<file path="src/rtl/upfp_pkg.sv">
// ----------------------------------------------------------------------------
// UBX position frame parser package
// Shared constants and types for the frame parser and its word capture lanes.
// ----------------------------------------------------------------------------
package upfp_pkg;

	localparam int unsigned BYTE_W   = 8;
	localparam int unsigned LEN_W    = 16;
	localparam int unsigned WORD_W   = 32;
	localparam int unsigned STATUS_W = 2;
	localparam int unsigned CFG_IDX_W  = 3;
	localparam int unsigned CFG_DATA_W = 16;

	localparam logic [BYTE_W-1:0] SYNC_FIRST  = 8'hB5;
	localparam logic [BYTE_W-1:0] SYNC_SECOND = 8'h62;

	localparam logic [STATUS_W-1:0] STATUS_GOOD     = 2'd0;
	localparam logic [STATUS_W-1:0] STATUS_CKSUM    = 2'd1;
	localparam logic [STATUS_W-1:0] STATUS_MISMATCH = 2'd2;

	localparam logic [CFG_IDX_W-1:0] CFG_EXP_CLASS  = 3'd0;
	localparam logic [CFG_IDX_W-1:0] CFG_EXP_ID     = 3'd1;
	localparam logic [CFG_IDX_W-1:0] CFG_EXP_LENGTH = 3'd2;
	localparam logic [CFG_IDX_W-1:0] CFG_LON_OFF    = 3'd3;
	localparam logic [CFG_IDX_W-1:0] CFG_LAT_OFF    = 3'd4;
	localparam logic [CFG_IDX_W-1:0] CFG_HEIGHT_OFF = 3'd5;

	localparam logic [BYTE_W-1:0] RST_EXP_CLASS  = 8'd1;
	localparam logic [BYTE_W-1:0] RST_EXP_ID     = 8'd7;
	localparam logic [LEN_W-1:0]  RST_EXP_LENGTH = 16'd92;
	localparam logic [LEN_W-1:0]  RST_LON_OFF    = 16'd24;
	localparam logic [LEN_W-1:0]  RST_LAT_OFF    = 16'd28;
	localparam logic [LEN_W-1:0]  RST_HEIGHT_OFF = 16'd32;

	typedef struct packed {
		logic             clear;
		logic             load;
		logic [LEN_W-1:0] count;
		logic [BYTE_W-1:0] data;
	} cap_ctrl_t;

endpackage

</file>
<file path="src/rtl/upfp_if.sv">
// ----------------------------------------------------------------------------
// UBX position frame parser channels
// Valid/ready interfaces for received bytes and for frame results.
// ----------------------------------------------------------------------------
interface upfp_rx_if;
	logic       valid;
	logic       ready;
	logic [7:0] rx_byte;

	modport source (output valid, output rx_byte, input ready);
	modport sink (input valid, input rx_byte, output ready);
endinterface

interface upfp_res_if;
	logic               valid;
	logic               ready;
	logic [1:0]         frame_status;
	logic signed [31:0] longitude;
	logic signed [31:0] latitude;
	logic signed [31:0] height;

	modport source (output valid, output frame_status, output longitude,
		output latitude, output height, input ready);
	modport sink (input valid, input frame_status, input longitude,
		input latitude, input height, output ready);
endinterface

</file>
<file path="src/rtl/upfp_word_capture.sv">
// ----------------------------------------------------------------------------
// UBX word capture lane
// Collects one little-endian 32-bit word at a configured payload offset.
// ----------------------------------------------------------------------------
module upfp_word_capture (
	input  logic                          clk,
	input  logic                          arst_n,
	input  upfp_pkg::cap_ctrl_t           ctrl,
	input  logic [upfp_pkg::LEN_W-1:0]    offset,
	output logic [upfp_pkg::WORD_W-1:0]   word
);
	import upfp_pkg::*;

	logic [LEN_W:0]      diff;
	logic                hit;
	logic [1:0]          lane;
	logic [WORD_W-1:0]   word_q;

	assign diff = {1'b0, ctrl.count} - {1'b0, offset};
	assign hit  = (diff[LEN_W:2] == '0);
	assign lane = diff[1:0];

	always_ff @(posedge clk or negedge arst_n) begin
		if (!arst_n) begin
			word_q <= '0;
		end else if (ctrl.clear) begin
			word_q <= '0;
		end else if (ctrl.load && hit) begin
			case (lane)
				2'd0: word_q[7:0]   <= ctrl.data;
				2'd1: word_q[15:8]  <= ctrl.data;
				2'd2: word_q[23:16] <= ctrl.data;
				2'd3: word_q[31:24] <= ctrl.data;
				default: word_q <= word_q;
			endcase
		end
	end

	assign word = word_q;

endmodule

</file>
<file path="src/rtl/ubx_position_frame_parser.sv">
// ----------------------------------------------------------------------------
// UBX position frame parser
// Parses a UBX byte stream and reports position words with a frame status.
// ----------------------------------------------------------------------------
// Takes one received byte per cycle. A byte is registered on entry and is
// parsed from that register, so the block sustains one byte per clock;
// the only stall comes from the result register, which holds a finished
// frame result until the sink takes it, and only the last checksum byte
// of a frame waits on it. The frame result is registered when that byte is
// parsed. Configuration writes take effect
// on the next cycle.
// ----------------------------------------------------------------------------
module ubx_position_frame_parser (
	input  logic                              clk,
	input  logic                              arst_n,
	upfp_rx_if.sink                           rx,
	upfp_res_if.source                        res,
	input  logic                              cfg_we,
	input  logic [upfp_pkg::CFG_IDX_W-1:0]    cfg_index,
	input  logic [upfp_pkg::CFG_DATA_W-1:0]   cfg_data
);
	import upfp_pkg::*;

	typedef enum logic [3:0] {
		PH_SYNC1, PH_SYNC2, PH_CLASS, PH_ID, PH_LENLO,
		PH_LENHI, PH_PAYLOAD, PH_CKA, PH_CKB
	} phase_t;

	logic [BYTE_W-1:0]  exp_class_q;
	logic [BYTE_W-1:0]  exp_id_q;
	logic [LEN_W-1:0]   exp_length_q;
	logic [LEN_W-1:0]   lon_off_q;
	logic [LEN_W-1:0]   lat_off_q;
	logic [LEN_W-1:0]   height_off_q;

	logic               valid_s1;
	logic [BYTE_W-1:0]  byte_s1;

	phase_t             phase_q;
	logic [LEN_W-1:0]   count_q;
	logic [BYTE_W-1:0]  sum_a_q;
	logic [BYTE_W-1:0]  sum_b_q;
	logic [BYTE_W-1:0]  class_q;
	logic [BYTE_W-1:0]  id_q;
	logic [LEN_W-1:0]   length_q;
	logic [BYTE_W-1:0]  ck_a_q;

	logic               res_valid_q;
	logic [STATUS_W-1:0] status_q;
	logic [WORD_W-1:0]  lon_q;
	logic [WORD_W-1:0]  lat_q;
	logic [WORD_W-1:0]  height_q;

	logic               out_free;
	logic               adv;
	logic               emit;
	logic [BYTE_W-1:0]  sum_a_base;
	logic [BYTE_W-1:0]  sum_b_base;
	logic [BYTE_W-1:0]  sum_a_next;
	logic [BYTE_W-1:0]  sum_b_next;
	logic [LEN_W-1:0]   len_full;
	logic [LEN_W:0]     count_inc;
	logic [STATUS_W-1:0] status_next;
	cap_ctrl_t          cap_ctrl;
	logic [WORD_W-1:0]  lon_word;
	logic [WORD_W-1:0]  lat_word;
	logic [WORD_W-1:0]  height_word;

	assign out_free = !res_valid_q || res.ready;
	assign adv      = valid_s1 && ((phase_q != PH_CKB) || out_free);
	assign emit     = adv && (phase_q == PH_CKB);
	assign rx.ready = !valid_s1 || adv;

	always_ff @(posedge clk or negedge arst_n) begin
		if (!arst_n) begin
			exp_class_q  <= RST_EXP_CLASS;
			exp_id_q     <= RST_EXP_ID;
			exp_length_q <= RST_EXP_LENGTH;
			lon_off_q    <= RST_LON_OFF;
			lat_off_q    <= RST_LAT_OFF;
			height_off_q <= RST_HEIGHT_OFF;
		end else if (cfg_we) begin
			case (cfg_index)
				CFG_EXP_CLASS:  exp_class_q  <= cfg_data[BYTE_W-1:0];
				CFG_EXP_ID:     exp_id_q     <= cfg_data[BYTE_W-1:0];
				CFG_EXP_LENGTH: exp_length_q <= cfg_data;
				CFG_LON_OFF:    lon_off_q    <= cfg_data;
				CFG_LAT_OFF:    lat_off_q    <= cfg_data;
				CFG_HEIGHT_OFF: height_off_q <= cfg_data;
				default: ;
			endcase
		end
	end

	always_ff @(posedge clk or negedge arst_n) begin
		if (!arst_n) begin
			valid_s1 <= 1'b0;
		end else if (rx.valid && rx.ready) begin
			valid_s1 <= 1'b1;
		end else if (adv) begin
			valid_s1 <= 1'b0;
		end
	end

	always_ff @(posedge clk) begin
		if (rx.valid && rx.ready) begin
			byte_s1 <= rx.rx_byte;
		end
	end

	assign sum_a_base = (phase_q == PH_CLASS) ? '0 : sum_a_q;
	assign sum_b_base = (phase_q == PH_CLASS) ? '0 : sum_b_q;
	assign sum_a_next = sum_a_base + byte_s1;
	assign sum_b_next = sum_b_base + sum_a_next;
	assign len_full   = {byte_s1, length_q[BYTE_W-1:0]};
	assign count_inc  = {1'b0, count_q} + {{LEN_W{1'b0}}, 1'b1};

	always_comb begin
		if (ck_a_q != sum_a_q || byte_s1 != sum_b_q) begin
			status_next = STATUS_CKSUM;
		end else if (class_q != exp_class_q || id_q != exp_id_q ||
				length_q != exp_length_q) begin
			status_next = STATUS_MISMATCH;
		end else begin
			status_next = STATUS_GOOD;
		end
	end

	always_ff @(posedge clk or negedge arst_n) begin
		if (!arst_n) begin
			phase_q  <= PH_SYNC1;
			count_q  <= '0;
			sum_a_q  <= '0;
			sum_b_q  <= '0;
			class_q  <= '0;
			id_q     <= '0;
			length_q <= '0;
			ck_a_q   <= '0;
		end else if (adv) begin
			case (phase_q)
				PH_SYNC1: begin
					if (byte_s1 == SYNC_FIRST) phase_q <= PH_SYNC2;
				end
				PH_SYNC2: begin
					if (byte_s1 == SYNC_SECOND) phase_q <= PH_CLASS;
					else if (byte_s1 != SYNC_FIRST) phase_q <= PH_SYNC1;
				end
				PH_CLASS: begin
					class_q <= byte_s1;
					count_q <= '0;
					sum_a_q <= sum_a_next;
					sum_b_q <= sum_b_next;
					phase_q <= PH_ID;
				end
				PH_ID: begin
					id_q    <= byte_s1;
					sum_a_q <= sum_a_next;
					sum_b_q <= sum_b_next;
					phase_q <= PH_LENLO;
				end
				PH_LENLO: begin
					length_q <= {{(LEN_W-BYTE_W){1'b0}}, byte_s1};
					sum_a_q  <= sum_a_next;
					sum_b_q  <= sum_b_next;
					phase_q  <= PH_LENHI;
				end
				PH_LENHI: begin
					length_q <= len_full;
					sum_a_q  <= sum_a_next;
					sum_b_q  <= sum_b_next;
					count_q  <= '0;
					phase_q  <= (len_full == '0) ? PH_CKA : PH_PAYLOAD;
				end
				PH_PAYLOAD: begin
					sum_a_q <= sum_a_next;
					sum_b_q <= sum_b_next;
					count_q <= count_inc[LEN_W-1:0];
					if (count_inc >= {1'b0, length_q}) phase_q <= PH_CKA;
				end
				PH_CKA: begin
					ck_a_q  <= byte_s1;
					phase_q <= PH_CKB;
				end
				PH_CKB: begin
					phase_q <= PH_SYNC1;
				end
				default: begin
					phase_q <= PH_SYNC1;
				end
			endcase
		end
	end

	always_comb begin
		cap_ctrl.clear = adv && (phase_q == PH_CLASS);
		cap_ctrl.load  = adv && (phase_q == PH_PAYLOAD);
		cap_ctrl.count = count_q;
		cap_ctrl.data  = byte_s1;
	end

	upfp_word_capture u_lon (
		.clk    (clk),
		.arst_n (arst_n),
		.ctrl   (cap_ctrl),
		.offset (lon_off_q),
		.word   (lon_word)
	);

	upfp_word_capture u_lat (
		.clk    (clk),
		.arst_n (arst_n),
		.ctrl   (cap_ctrl),
		.offset (lat_off_q),
		.word   (lat_word)
	);

	upfp_word_capture u_height (
		.clk    (clk),
		.arst_n (arst_n),
		.ctrl   (cap_ctrl),
		.offset (height_off_q),
		.word   (height_word)
	);

	always_ff @(posedge clk or negedge arst_n) begin
		if (!arst_n) begin
			res_valid_q <= 1'b0;
		end else if (emit) begin
			res_valid_q <= 1'b1;
		end else if (res.ready) begin
			res_valid_q <= 1'b0;
		end
	end

	always_ff @(posedge clk) begin
		if (emit) begin
			status_q <= status_next;
			lon_q    <= lon_word;
			lat_q    <= lat_word;
			height_q <= height_word;
		end
	end

	assign res.valid        = res_valid_q;
	assign res.frame_status = status_q;
	assign res.longitude    = $signed(lon_q);
	assign res.latitude     = $signed(lat_q);
	assign res.height       = $signed(height_q);

endmodule

</file>
<file path="src/flat_wrapper.sv">
// flat-port wrapper written by rule: the top's interface ports become plain ports
module ubx_position_frame_parser_flat import upfp_pkg::*;
  (clk, arst_n, cfg_we, cfg_index, cfg_data, rx_valid, rx_rx_byte, rx_ready, res_valid, res_frame_status, res_longitude, res_latitude, res_height, res_ready);
  upfp_rx_if rx_i ();
  upfp_res_if res_i ();
  input  logic clk;
  input  logic arst_n;
  input  logic cfg_we;
  input  logic [upfp_pkg::CFG_IDX_W-1:0] cfg_index;
  input  logic [upfp_pkg::CFG_DATA_W-1:0] cfg_data;
  input wire logic [$bits(rx_i.valid)-1:0] rx_valid;
  input wire logic [$bits(rx_i.rx_byte)-1:0] rx_rx_byte;
  output wire logic [$bits(rx_i.ready)-1:0] rx_ready;
  output wire logic [$bits(res_i.valid)-1:0] res_valid;
  output wire logic [$bits(res_i.frame_status)-1:0] res_frame_status;
  output wire logic [$bits(res_i.longitude)-1:0] res_longitude;
  output wire logic [$bits(res_i.latitude)-1:0] res_latitude;
  output wire logic [$bits(res_i.height)-1:0] res_height;
  input wire logic [$bits(res_i.ready)-1:0] res_ready;
  assign rx_i.valid = rx_valid;
  assign rx_i.rx_byte = rx_rx_byte;
  assign rx_ready = rx_i.ready;
  assign res_valid = res_i.valid;
  assign res_frame_status = res_i.frame_status;
  assign res_longitude = res_i.longitude;
  assign res_latitude = res_i.latitude;
  assign res_height = res_i.height;
  assign res_i.ready = res_ready;
  ubx_position_frame_parser u_core (.clk(clk), .arst_n(arst_n), .rx(rx_i), .res(res_i), .cfg_we(cfg_we), .cfg_index(cfg_index), .cfg_data(cfg_data));
endmodule
</file>
<file path="config.mk">
export PLATFORM = sky130hd
export DESIGN_NAME = ubx_position_frame_parser_flat
export DESIGN_NICKNAME = d
export VERILOG_FILES = /design/src/rtl/upfp_pkg.sv /design/src/rtl/upfp_if.sv /design/src/rtl/upfp_word_capture.sv /design/src/rtl/ubx_position_frame_parser.sv /design/src/flat_wrapper.sv
export SDC_FILE = /design/constraint.sdc
export NUM_CORES = 1
export LEC_CHECK = 0
export BUFFER_PORTS_ARGS = -buffer_cell sky130_fd_sc_hd__buf_2
export CAP_MARGIN = 0
export CORE_UTILIZATION = 65
export DETAILED_ROUTE_END_ITERATION = 10
export PLACE_DENSITY = 0.87
export SLEW_MARGIN = 20
export SYNTH_ARGS = -nofsm -noshare
export SYNTH_HDL_FRONTEND = slang
export SYNTH_SLANG_ARGS = --single-unit
</file>
<file path="constraint.sdc">
create_clock -name clk -period 11 [get_ports clk]
set_input_delay 2.2 -clock clk [delete_from_list [all_inputs] [get_ports clk]]
set_output_delay 2.2 -clock clk [all_outputs]
set_load 0.02 [all_outputs]
</file>
==> metrics.yaml <==
cts:
  cts_made_buffers: 37
  cts_tree: "yes"
  clock_sinks: 360
  cts.hold.buffers_added: 0
  clock_path_buffers: 3
  post_cts_buffers: 0
  htree_levels: 2
  clkSlewWorstSetupHoldPaths_ps: 60
  cts_root_buffer: "clkbuf_16"
  clk-insertion-delay-late_ps: 530
  postCtsResizedCells: 0
logic_synthesis:
  synth_warnings: 0
  yosys.area.top_type_share: 0.333
  yosys_most_used_dff: "dfrtp_1"
  synth_edf_count: 106
  yosysTopAreaCell: "dfrtp_1"
  synthArstFlopShare: 0.706
  netlist_top_cells_area: "dfrtp_1 33%, edfxtp_1 18%, mux2_2 6.6%"
  syn_avg_cell_area_um2: 11.6
  post_synth_instance_area_um2: 18000
  ys_ff_latch: 360
  synthCells: 1549
  yosysUniqueCellTypes: 84
  syn_nets: 1665
  yosysSeqAreaShare: 0.530
global_route:
  grt_pass1_vias: 12800
  grt-ovfl-total: 0
  grt_start_max_net_pins: 142
  grt_usage: 0.312
  grt_first_pass_wirelength_mm: 68.7
  antenna_found_initial: 0
worst_setup_path:
  startpoint_type: "input port"
  crit_start: "res_ready"
  cp.required_ps: 8800
  cpPeakStageDelay_ps: 200
  worstSetupPathType: "in2out"
  cp.arrival_ps: 2710
  path_buf_inv: 2
  crit_family: "buffers and inverters"
  crit_fanout: 3
  crit_slowest_cell: "nand4b_1"
  path_cells: "buf_2 -> nand4b_1 -> buf_2"
  cp-end-kind: "output pin"
  cpMostUsedCell: "buf_2"
  reg2reg_from: "u_core.count_q[0]$_DFFE_PN0P_"
timing:
  fin_skew_ps: 21.6
  tns_ps: 0
  setup_viol: 0
  relSlewSlack: 0.309
  fin_crit_sh: 0.447
  slew_violations: 0
  period_needed_ps: 4910
  rsz0062_at_grt: "no"
  fmax_mhz: 204
  finalHoldViolCount: 0
  worst_slew_pin_slew_ps: 1040
final_layout:
  layout.nets: 1781
  drive_above_1_share: 0.203
  num_antenna_cells: 0
  ff_latch_area_um2: 9560
  nFillCells: 1700
  fin_util: 0.749
  multi_input_area_um2: 7910
  synthToLayoutAreaGrowth_pct: 12.7
detailed_routing:
  wl_per_cell_um: 21.2
  drt-pass1-iter-count: 7
  drtIter0Drc: 1146
  dr_wl_met3_mm: 2.75
  antenna_left: 0
  wl_mm: 43.8
  vias: 12800
  wl_met1_mm: 17.8
  highest_layer: "met4"
  wl_met2_mm: 21.6
  drc: 0
  vias_per_cell: 6.20
floorplan:
  start_util: 0.665
  rows: 60
  fp.dieH_um: 169
  die_area_um2: 28400
  core_um2: 27100
  die_x_um: 169
  io_pins: 132
worst_hold_path:
  hold_class: "reg2reg"
  hp-start: "u_core.u_height.word[21]$_DFFE_PN0P_"
pwr:
  leakage_uw: 0.00973
  ir_drop_mv: 0.177
  p_per_area_nw_per_um2: 215
run_status:
  outcome: "finished, final reports clean"
placed_design:
  io_buffers: 131
  gp_congestion: 0.905
  place_hpwl_mm: 30.0
job:
  maxCapViolations: 0
power breakdown:
part	switching [µW]	internal, µW
logic	710	596
clock network	532	795
registers	172	1570
total	1410	2960
flip-flops by register name (all words and copies together), names as in the netlist, 32 cells and up:
name and count:
u_core.res.height 32, u_core.res.latitude 32, u_core.res.longitude 32, u_core.u_height.word 32, u_core.u_lat.word 32, u_core.u_lon.word 32
layer usage:
layer | vias to the layer above | track usage
met2 | 556 | 0.537
met1 | 6342 | 0.405
li1 | 5786 | -
met4 | 0 | 0.119
met3 | 126 | 0.0430
met5 | - | 0
Yosys cell counts, types with 23 or more instances:
master,n
mux2_2,105
mux2i_1,104
xor2_1,32
xnor2_1,58
dfrtp_1,240
a21o_1,29
a21oi_1,49
inv_1,82
nand2_1,173
nor2b_1,23
o21ai_0,71
edfxtp_1,106
nor2_1,63
ha_1,79
clkbuf_1,53
kinds of logic (layout without fill, tap and decap cells):
group	count (synthesis)	in the layout	share of synthesized area
buffers and inverters	147	292	0.0323
multiplexers	209	209	0.123
flip-flops	360	360	0.530
adder cells (fa/ha/maj)	84	84	0.0604
XOR/XNOR	90	90	0.0437
AND/OR/NAND/NOR	404	404	0.113
AO/OA/AOI/OAI	255	255	0.0967
placed cells by master (no fill, tap or decap), drive strengths merged, types with 58 or more instances in the layout:
cell type  Yosys  routed
o21ai         73      73
edfxtp       106     106
nor2          63      63
nand2        173     173
dfrtp        240     240
mux2         105     105
buf           11     141
inv           82      83
ha            79      79
mux2i        104     104
xnor2         58      58
area by class of cell:
class / instances / share of cell area
Clock buffer: 51 / 0.0517
Clock inverter: 17 / 0.0124
Inverter: 83 / 0.0154
Multi-Input combinational cell: 1042 / 0.390
Sequential cell: 360 / 0.470
Tap cell: 372 / 0.0229
Timing Repair Buffer: 141 / 0.0375
worst paths after layout:
kind	end	slack [ps]	cells after the start
setup / recovery	rx_ready	6090	3
max in group asynchronous	u_core.height_off_q[13]$_DFFE_PN0P_	7830	3
hold reg to reg	u_core.res.height[21]$_DFFE_PP_	440	0
setup reg to reg	u_core.u_lat.word[17]$_DFFE_PN0P_	6410	11
hold / removal	u_core.res.height[21]$_DFFE_PP_	440	0
min in group asynchronous	u_core.sum_b_q[5]$_DFFE_PN0P_	1550	1
per-stage QoR:
stage | hold WS (ps) | cells | total power [µW] | instance area [µm²] | setup WS [ps]
after floorplan | 425 | 1549 | 2730 | 18000 | 6230
final | 443 | 2066 | 4380 | 20300 | 6090
after global routing | 447 | 2066 | 4580 | 20300 | 6040
after global placement | 431 | 1997 | 2970 | 19000 | 6100
after detailed placement | 431 | 1997 | 3040 | 19000 | 6100
after CTS | 444 | 2065 | 4360 | 20300 | 6090
worst reg2reg max path, delay by kind of cell, from the launching register on:
kind	cells	cell delay, ps
multiplexers	1	360
adder cells (fa/ha/maj)	2	740
AO/OA/AOI/OAI	4	1310
AND/OR/NAND/NOR	3	1470
flip-flops	1	450
buffers and inverters	1	190
No activity file was read; power rests on OpenSTA's default activity.
